**src/sv/mts_pkg.sv**
```systemverilog
// Package with constants and types shared by the timer service files.
package mts_pkg;

  localparam int TimerCountDefault = 16;
  localparam logic [7:0] MaxCompare = 8'd230;
  localparam logic [7:0] CounterMargin = 8'd3;
  localparam logic [30:0] RepeatMin = 31'd2;

  localparam logic [1:0] KIND_START = 2'd0;
  localparam logic [1:0] KIND_MATCH = 2'd1;
  localparam logic [1:0] KIND_HANDLE = 2'd2;
  localparam logic [1:0] KIND_DEQUEUE = 2'd3;

  typedef struct packed {
    logic [1:0] kind;
    logic [7:0] timer_id;
    logic one_shot;
    logic kind_invalid;
    logic [30:0] interval;
    logic [7:0] counter_now;
    logic post_ok;
  } mts_in_t;

  typedef struct packed {
    logic accepted;
    logic [7:0] compare_value;
    logic handle_request;
    logic [4:0] fired_id;
    logic [4:0] expired_count;
    logic queue_overflow;
    logic [15:0] active_mask;
  } mts_out_t;

endpackage

```
**src/sv/mts_in_if.sv**
```systemverilog
// Valid/ready channel interface for input items.
interface mts_in_if import mts_pkg::*; ();
  logic valid;
  logic ready;
  mts_in_t data;
  modport source (output valid, output data, input ready);
  modport sink (input valid, input data, output ready);
endinterface

```
**src/sv/mts_out_if.sv**
```systemverilog
// Valid/ready channel interface for result items.
interface mts_out_if import mts_pkg::*; ();
  logic valid;
  logic ready;
  mts_out_t data;
  modport source (output valid, output data, input ready);
  modport sink (input valid, input data, output ready);
endinterface

```
**src/sv/mts_ram.sv**
```systemverilog
// Generic single-port-write, single-port-read RAM with registered read data.
module mts_ram #(
  parameter int Width = 8,
  parameter int Depth = 16
) (
  input logic clk,
  input logic we,
  input logic [$clog2(Depth)-1:0] waddr,
  input logic [Width-1:0] wdata,
  input logic [$clog2(Depth)-1:0] raddr,
  output logic [Width-1:0] rdata
);
  logic [Width-1:0] mem [Depth];

  always_ff @(posedge clk) begin
    if (we) begin
      mem[waddr] <= wdata;
    end
    rdata <= mem[raddr];
  end
endmodule

```
**src/sv/multi_timer_service_unit.sv**
```systemverilog
// Multiplexed timer service: timer table in RAM, walked entry by entry (read, then update) on handle.
//
//   channel   dir  payload
//   req       in   kind, timer_id, one_shot, kind_invalid, interval, counter_now, post_ok
//   rsp       out  accepted, compare_value, handle_request, fired_id, expired_count, ...
//
// Start and match results are registered and valid in the cycle after the input transfer; a
// dequeue result passes through ST_DEQ and ST_HDONE, once the queue RAM read has returned.
// A handle result passes through ST_HREAD and ST_HMOD for each timer entry, then ST_HDONE:
// each entry is read, each active one updated and written back, with the compare minimum accumulated on the walk.
// Reset (rst, synchronous) clears the control state; the RAM contents are not cleared.
// A new item is taken only after the previous result has been transferred.
module multi_timer_service_unit import mts_pkg::*; #(
  parameter int TIMER_COUNT = TimerCountDefault
) (
  input logic clk,
  input logic rst,
  mts_in_if.sink req,
  mts_out_if.source rsp
);
  localparam int IdW = (TIMER_COUNT > 1) ? $clog2(TIMER_COUNT) : 1;
  localparam int CntW = $clog2(TIMER_COUNT + 1);
  localparam int EntW = 1 + 32 + 32;

  localparam logic [2:0] ST_IDLE = 3'd0;
  localparam logic [2:0] ST_DEQ = 3'd1;
  localparam logic [2:0] ST_HREAD = 3'd2;
  localparam logic [2:0] ST_HMOD = 3'd3;
  localparam logic [2:0] ST_HDONE = 3'd4;

  logic [2:0] state;
  mts_in_t item;
  logic [TIMER_COUNT-1:0] active_bits;
  logic [7:0] compare_reg;
  logic [15:0] outstanding_ticks;
  logic [IdW-1:0] queue_head, queue_tail;
  logic [CntW-1:0] queue_count;
  logic [IdW-1:0] idx;
  logic [15:0] ticks;
  logic [7:0] cand;
  logic [CntW-1:0] expired;
  logic overflow;
  logic deq_hit;
  logic out_valid;
  mts_out_t out_data;

  // Timer table: {one_shot, period, remaining}.
  logic t_we;
  logic [IdW-1:0] t_waddr, t_raddr;
  logic [EntW-1:0] t_wdata, t_rdata;
  mts_ram #(.Width(EntW), .Depth(TIMER_COUNT)) u_timer_ram (
    .clk(clk), .we(t_we), .waddr(t_waddr), .wdata(t_wdata),
    .raddr(t_raddr), .rdata(t_rdata)
  );

  logic q_we;
  logic [IdW-1:0] q_wdata, q_rdata;
  mts_ram #(.Width(IdW), .Depth(TIMER_COUNT)) u_queue_ram (
    .clk(clk), .we(q_we), .waddr(queue_tail), .wdata(q_wdata),
    .raddr(queue_head), .rdata(q_rdata)
  );

  logic accept;
  assign req.ready = (state == ST_IDLE) && !out_valid;
  assign accept = req.valid && req.ready;
  assign rsp.valid = out_valid;
  assign rsp.data = out_data;

  // Start item checks and values.
  logic start_ok;
  logic [31:0] start_sum;
  assign start_ok = ({24'd0, req.data.timer_id} < 32'(TIMER_COUNT))
                    && !req.data.kind_invalid
                    && !(!req.data.one_shot && req.data.interval <= RepeatMin);
  assign start_sum = {1'b0, req.data.interval} + {24'd0, req.data.counter_now};

  // Handle walk: per-entry update in ST_HMOD.
  logic e_one_shot;
  logic [31:0] e_period, e_rem, rem_sub, rem_new;
  logic e_active, e_expired, e_stop, e_push, q_full;
  assign e_one_shot = t_rdata[64];
  assign e_period = t_rdata[63:32];
  assign e_rem = t_rdata[31:0];
  assign e_active = active_bits[idx];
  assign rem_sub = e_rem - {16'd0, ticks};
  assign e_expired = $signed(rem_sub) <= 32'sd2;
  assign q_full = queue_count >= CntW'(TIMER_COUNT);
  always_comb begin
    rem_new = rem_sub;
    e_stop = 1'b0;
    e_push = 1'b0;
    if (e_expired) begin
      if (item.post_ok) begin
        if (!e_one_shot) begin
          rem_new = rem_sub + e_period;
        end else begin
          e_stop = 1'b1;
        end
        e_push = !q_full;
      end else begin
        rem_new = {24'd0, compare_reg};
      end
    end
  end

  logic cand_take;
  assign cand_take = $signed(rem_new) < $signed({24'd0, cand}) && !e_stop;

  logic [7:0] floor_val;
  assign floor_val = item.counter_now + CounterMargin;

  logic [TIMER_COUNT-1:0] id_bit;
  assign id_bit = TIMER_COUNT'(1) << req.data.timer_id[IdW-1:0];

  always_comb begin
    t_we = 1'b0;
    t_waddr = idx;
    t_wdata = {e_one_shot, e_period, rem_new};
    t_raddr = idx;
    q_we = 1'b0;
    q_wdata = idx;
    if (accept && req.data.kind == KIND_START && start_ok) begin
      t_we = 1'b1;
      t_waddr = req.data.timer_id[IdW-1:0];
      t_wdata = {req.data.one_shot, {1'b0, req.data.interval}, start_sum};
    end
    if (state == ST_HMOD && e_active) begin
      t_we = 1'b1;
      q_we = e_push && e_expired && item.post_ok;
    end
  end

  always_ff @(posedge clk) begin
    if (rst) begin
      state <= ST_IDLE;
      active_bits <= '0;
      compare_reg <= MaxCompare;
      outstanding_ticks <= '0;
      queue_head <= '0;
      queue_tail <= '0;
      queue_count <= '0;
      out_valid <= 1'b0;
      idx <= '0;
      deq_hit <= 1'b0;
    end else begin
      if (rsp.valid && rsp.ready) begin
        out_valid <= 1'b0;
      end
      case (state)
        ST_IDLE: begin
          if (accept) begin
            item <= req.data;
            out_data.accepted <= 1'b0;
            out_data.handle_request <= 1'b0;
            out_data.fired_id <= 5'(TIMER_COUNT);
            out_data.expired_count <= '0;
            out_data.queue_overflow <= 1'b0;
            case (req.data.kind)
              KIND_START: begin
                if (start_ok) begin
                  active_bits <= active_bits | id_bit;
                  out_data.accepted <= 1'b1;
                  out_data.active_mask <= 16'(active_bits | id_bit);
                  if (start_sum < {24'd0, compare_reg}) begin
                    compare_reg <= start_sum[7:0];
                    out_data.compare_value <= start_sum[7:0];
                  end else begin
                    out_data.compare_value <= compare_reg;
                  end
                end else begin
                  out_data.active_mask <= 16'(active_bits);
                  out_data.compare_value <= compare_reg;
                end
                out_valid <= 1'b1;
              end
              KIND_MATCH: begin
                out_data.handle_request <= outstanding_ticks == 16'd0;
                outstanding_ticks <= outstanding_ticks + {8'd0, compare_reg} + 16'd1;
                out_data.compare_value <= compare_reg;
                out_data.active_mask <= 16'(active_bits);
                out_valid <= 1'b1;
              end
              KIND_HANDLE: begin
                ticks <= outstanding_ticks;
                outstanding_ticks <= '0;
                idx <= '0;
                cand <= MaxCompare;
                expired <= '0;
                overflow <= 1'b0;
                state <= ST_HREAD;
              end
              default: begin
                state <= ST_DEQ;
              end
            endcase
          end
        end
        ST_DEQ: begin
          // The head entry is read while the head pointer still points at it.
          state <= ST_HDONE;
          deq_hit <= queue_count != '0;
          if (queue_count != '0) begin
            queue_head <= (32'(queue_head) == TIMER_COUNT - 1) ? '0
                          : queue_head + IdW'(1);
            queue_count <= queue_count - CntW'(1);
          end
        end
        ST_HREAD: begin
          state <= ST_HMOD;
        end
        ST_HMOD: begin
          if (e_active) begin
            if (e_stop) begin
              active_bits[idx] <= 1'b0;
            end
            if (cand_take) begin
              cand <= rem_new[7:0];
            end
            if (e_expired && item.post_ok) begin
              if (q_full) begin
                overflow <= 1'b1;
              end else begin
                queue_tail <= (32'(queue_tail) == TIMER_COUNT - 1) ? '0
                              : queue_tail + IdW'(1);
                queue_count <= queue_count + CntW'(1);
                expired <= expired + CntW'(1);
              end
            end
          end
          if (32'(idx) == TIMER_COUNT - 1) begin
            state <= ST_HDONE;
          end else begin
            idx <= idx + IdW'(1);
            state <= ST_HREAD;
          end
        end
        ST_HDONE: begin
          state <= ST_IDLE;
          out_valid <= 1'b1;
          out_data.active_mask <= 16'(active_bits);
          if (item.kind == KIND_HANDLE) begin
            out_data.expired_count <= 5'(expired);
            out_data.queue_overflow <= overflow;
            if (active_bits == '0) begin
              compare_reg <= MaxCompare;
              out_data.compare_value <= MaxCompare;
            end else if (cand < floor_val) begin
              compare_reg <= floor_val;
              out_data.compare_value <= floor_val;
            end else begin
              compare_reg <= cand;
              out_data.compare_value <= cand;
            end
          end else begin
            out_data.compare_value <= compare_reg;
            if (deq_hit) begin
              out_data.fired_id <= 5'(q_rdata);
            end
          end
        end
        default: begin
          state <= ST_IDLE;
        end
      endcase
    end
  end

`ifndef NO_ASSERTIONS
  a_count_bound: assert property (@(posedge clk) disable iff (rst)
    queue_count <= CntW'(TIMER_COUNT))
    else $error("queue count above depth");
  a_ready_idle: assert property (@(posedge clk) disable iff (rst)
    req.ready |-> state == ST_IDLE)
    else $error("ready outside idle");
  a_walk_ends: assert property (@(posedge clk) disable iff (rst)
    (state == ST_HDONE) |=> rsp.valid)
    else $error("result missing after walk");
  a_no_write_idle_handle: assert property (@(posedge clk) disable iff (rst)
    (state == ST_HREAD) |-> !t_we)
    else $error("table write during read cycle");
`endif
endmodule

```
**src/flat_wrapper.sv**
```systemverilog
// flat-port wrapper written by rule: the top's interface ports become plain ports
module multi_timer_service_unit_flat import mts_pkg::*;
#(
  parameter int TIMER_COUNT = TimerCountDefault
)
  (clk, rst, req_valid, req_data, req_ready, rsp_valid, rsp_data, rsp_ready);
  mts_in_if req_i ();
  mts_out_if rsp_i ();
  input logic clk;
  input logic rst;
  input wire logic [$bits(req_i.valid)-1:0] req_valid;
  input wire logic [$bits(req_i.data)-1:0] req_data;
  output wire logic [$bits(req_i.ready)-1:0] req_ready;
  output wire logic [$bits(rsp_i.valid)-1:0] rsp_valid;
  output wire logic [$bits(rsp_i.data)-1:0] rsp_data;
  input wire logic [$bits(rsp_i.ready)-1:0] rsp_ready;
  assign req_i.valid = req_valid;
  assign req_i.data = req_data;
  assign req_ready = req_i.ready;
  assign rsp_valid = rsp_i.valid;
  assign rsp_data = rsp_i.data;
  assign rsp_i.ready = rsp_ready;
  multi_timer_service_unit #(.TIMER_COUNT(TIMER_COUNT)) u_core (.clk(clk), .rst(rst), .req(req_i), .rsp(rsp_i));
endmodule
```
**config.mk**
```make
export PLATFORM = sky130hd
export DESIGN_NAME = multi_timer_service_unit_flat
export DESIGN_NICKNAME = d
export VERILOG_FILES = /design/src/sv/mts_pkg.sv /design/src/sv/mts_in_if.sv /design/src/sv/mts_out_if.sv /design/src/sv/mts_ram.sv /design/src/sv/multi_timer_service_unit.sv /design/src/flat_wrapper.sv
export SDC_FILE = /design/constraint.sdc
export NUM_CORES = 2
export LEC_CHECK = 0
export ABC_AREA = 1
export BUFFER_PORTS_ARGS = -buffer_cell sky130_fd_sc_hd__buf_2
export CAP_MARGIN = 20
export CORE_MARGIN = 4
export CORE_UTILIZATION = 45
export CTS_CLUSTER_DIAMETER = 120
export CTS_CLUSTER_SIZE = 20
export DETAILED_ROUTE_END_ITERATION = 8
export PLACE_DENSITY_LB_ADDON = 0.05
export SYNTH_ARGS = -nofsm -noshare
export SYNTH_HDL_FRONTEND = slang
export SYNTH_SLANG_ARGS = --single-unit
```
**constraint.sdc**
```tcl
create_clock -name clk -period 11.45 [get_ports clk]
set_input_delay 2.29 -clock clk [delete_from_list [all_inputs] [get_ports clk]]
set_output_delay 2.29 -clock clk [all_outputs]
set_load 0.05 [all_outputs]
```
==> results.cfg <==
[power]
leakage_power_of_the_design_nw = 22.6
ir_drop_mv = 0.109
cellPowerDensity_nw_per_um2 = 143

[die]
die_area_um2 = 135000
die_width_um = 367
number_of_cell_rows = 131
start_util_pct = 45.4
die_h_um = 367
design.core.area_um2 = 128000
top_ports = 95

[layout]
multi_input_area_um2 = 17600
most_frequent_standard_cell_in_the_layout_excluding_fill_and_tap_cells = edfxtp_1
fraction_of_layout_instances_using_a_drive_strength_above_1_pct = 7.21
nNetsFinal = 5626
layout_common_cells = edfxtp_1, nand2_1, nor2_1
area_growth_pct = 8.55
largestRegisters = u_core.u_timer_ram.mem (1040), u_core.u_timer_ram.rdata (65), u_core.u_queue_ram.mem (64)
seq_area_um2 = 38100
largest_register_ffs = 1040
filler_cells_inserted = 11700
final_core_util_pct = 49.3
top_register = u_core.u_timer_ram.mem

[synth]
post_synth_instance_area_um2 = 58000
number_of_standard_cells_after_synthesis = 5444
synth_area_leader_cell = edfxtp_1
synth.yosys.warnings = 0
yosys.area.top_type_share_pct = 61.2
synth_cell_type_count = 60
synth_top_cells_by_area = edfxtp_1, o21ai_0, nand2_1
postSynthNetCount = 5606
synth_top_flop_cell = edfxtp_1
part_of_the_yosys_area_used_for_sequential_elements_pct = 65.8
edff_count_synth = 1182
async_flop_share_pct = 0
avgSynthCellArea_um2 = 10.6
synth.ff_latch_count = 1313

[timing]
final_period_minus_worst_setup_slack_ns = 6.82
setup-tns-final_ns = 0
max_clock_freq_mhz = 147
report.final.setup_viol = 0
worstMarginPinSlew_ns = 1.15
final_max_slew_viol_count = 0
fin_worst_skew_ns = 0.0545
report.final.hold_viol_count = 0
layout_worst_path_cycle_share_pct = 59.5
worst_slew_margin_rel_pct = 23.4
rsz0062_at_grt = no

[cts]
clock_latency_ns = 0.73
max-clock-path-buffers = 3
cts.sinks = 1313
root_buffer = clkbuf_16
cts.repair_timing.setup_buffer_count = 0
h-tree-depth = 3
clkSlewWorstSetupHoldPaths_ns = 0.09
tritoncts = yes
hold_buffers = 0
cts_repair_resize_count = 0
cts-buffers-inserted = 76

[setup_path]
critPathBufInv = 3
crit_path_top_delay_cell = a21oi_2
cp_data_required_time_ns = 11.78
worstSetupPathType = flop to flop
timing.critical_path.fanout_max = 8
cpMostUsedCell = nand2_1
critical_path_max_stage_delay_ns = 0.50
register_to_register_path_setup_slack_ns = 4.63
path_delay_family = compound AO/OA/AOI/OAI gates
cp.arrival_ns = 7.15
element_type_at_the_critical_path_end = flop
startpoint_type = flop

[outcome]
run_status = finished clean

[placed_design]
dp.final_hpwl_um = 119000
numPortBuffers = 94
routability_cong = 0.980

[route]
via_count = 41700
wl_met1_um = 84800
detailed_route_wirelength_on_metal2_um = 82000
drt_first_iter_violations = 4673
detail_route.wirelength_um = 185000
route.detailed.drc = 0
post_drt_via_cell_ratio = 5.81
route.met3.wl_um = 15200
maxUsedRoutingLayer = met4
drt_pre_antenna_iters = 6
drt.antenna.violating_nets = 0
wire_per_inst_um = 25.8

[global_route]
pin_count_of_the_biggest_net_entering_global_routing = 175
grt_pass1_wl_um = 267000
global_route.overflow_total = 0
grt_usage_pct = 26.8
grt_pass1_vias = 38300
grt_antenna_before_repair = 12

[worst_hold_path]
hp-class = flop to flop

[job]
cap_viol_max_count = 0
[worst register-to-register path, delay by kind of cell (launching register included)]
kind	cells	cell delay [ns]
flip-flops	1	0.45
AO/OA/AOI/OAI	10	2.59
AND/OR/NAND/NOR	12	1.56
adder cells (fa/ha/maj)	4	1.44
buffers and inverters	3	0.45
[cells in the mapped netlist, types with 13 or more instances]
cell type / n
inv_1: 352
xor2_1: 44
o22ai_1: 270
o21ai_0: 740
nor3_1: 41
ha_1: 101
nand2_2: 14
a21oi_1: 176
nor2_1: 804
edfxtp_1: 1182
buf_1: 18
nand3_1: 131
clkbuf_1: 235
nand4_1: 108
nand2_1: 883
dfxtp_1: 131
a211oi_1: 13
nor4_1: 15
[metrics by stage]
step / std cells / setup slack (ns) / hold WS (ns) / area (µm²) / total power [mW]
after floorplan: 5444 / 2.76 / 0.430 / 58000 / 5.90
after global placement: 7041 / 4.19 / 0.461 / 60500 / 6.18
after detailed placement: 7044 / 4.23 / 0.473 / 60600 / 6.19
after CTS: 7179 / 4.98 / 0.487 / 62800 / 9.05
after global routing: 7183 / 4.36 / 0.505 / 62900 / 9.32
final: 7187 / 4.63 / 0.481 / 62900 / 9.00
[cell type report]
class	instances	area share (%)
Inverter	372	2.25
Clock inverter	10	0.247
Tap cell	1662	3.31
Multi-Input combinational cell	3497	27.9
Clock buffer	125	3.38
Sequential cell	1313	60.6
Timing Repair Buffer	204	2.25
Antenna cell	4	0.0159
[routing by layer]
layer / global-route usage (%) / vias up
li1: - / 19300
met1: 40.7 / 20700
met4: 4.97 / 0
met3: 4.72 / 168
met5: 0 / -
met2: 40.9 / 1601
[logic make-up after synthesis]
logic type               count (synthesis)  share of synthesized area [%]
AO/OA/AOI/OAI                         1279                           12.1
XOR/XNOR                                55                          0.877
adder cells (fa/ha/maj)                106                           2.35
buffers and inverters                  634                           4.19
flip-flops                            1313                           65.8
multiplexers                             7                          0.121
AND/OR/NAND/NOR                       2050                           14.6
[final timing paths]
check | from | end | cells after the start
min reg2reg | u_core.deq_hit | u_core.deq_hit | 2
max | u_core.ticks[0] | u_core.cand[1] | 29
max reg2reg | u_core.ticks[0] | u_core.cand[1] | 29
min | u_core.deq_hit | u_core.deq_hit | 2
[report_power, final]
group / switching, mW / leakage [nW] / internal (mW)
Sequential: 0.0550 / 11.7 / 5.26
Combinational: 0.576 / 9.80 / 0.214
Clock: 1.58 / 1.09 / 1.32
Note: power is estimated with default switching activity, not from simulation.
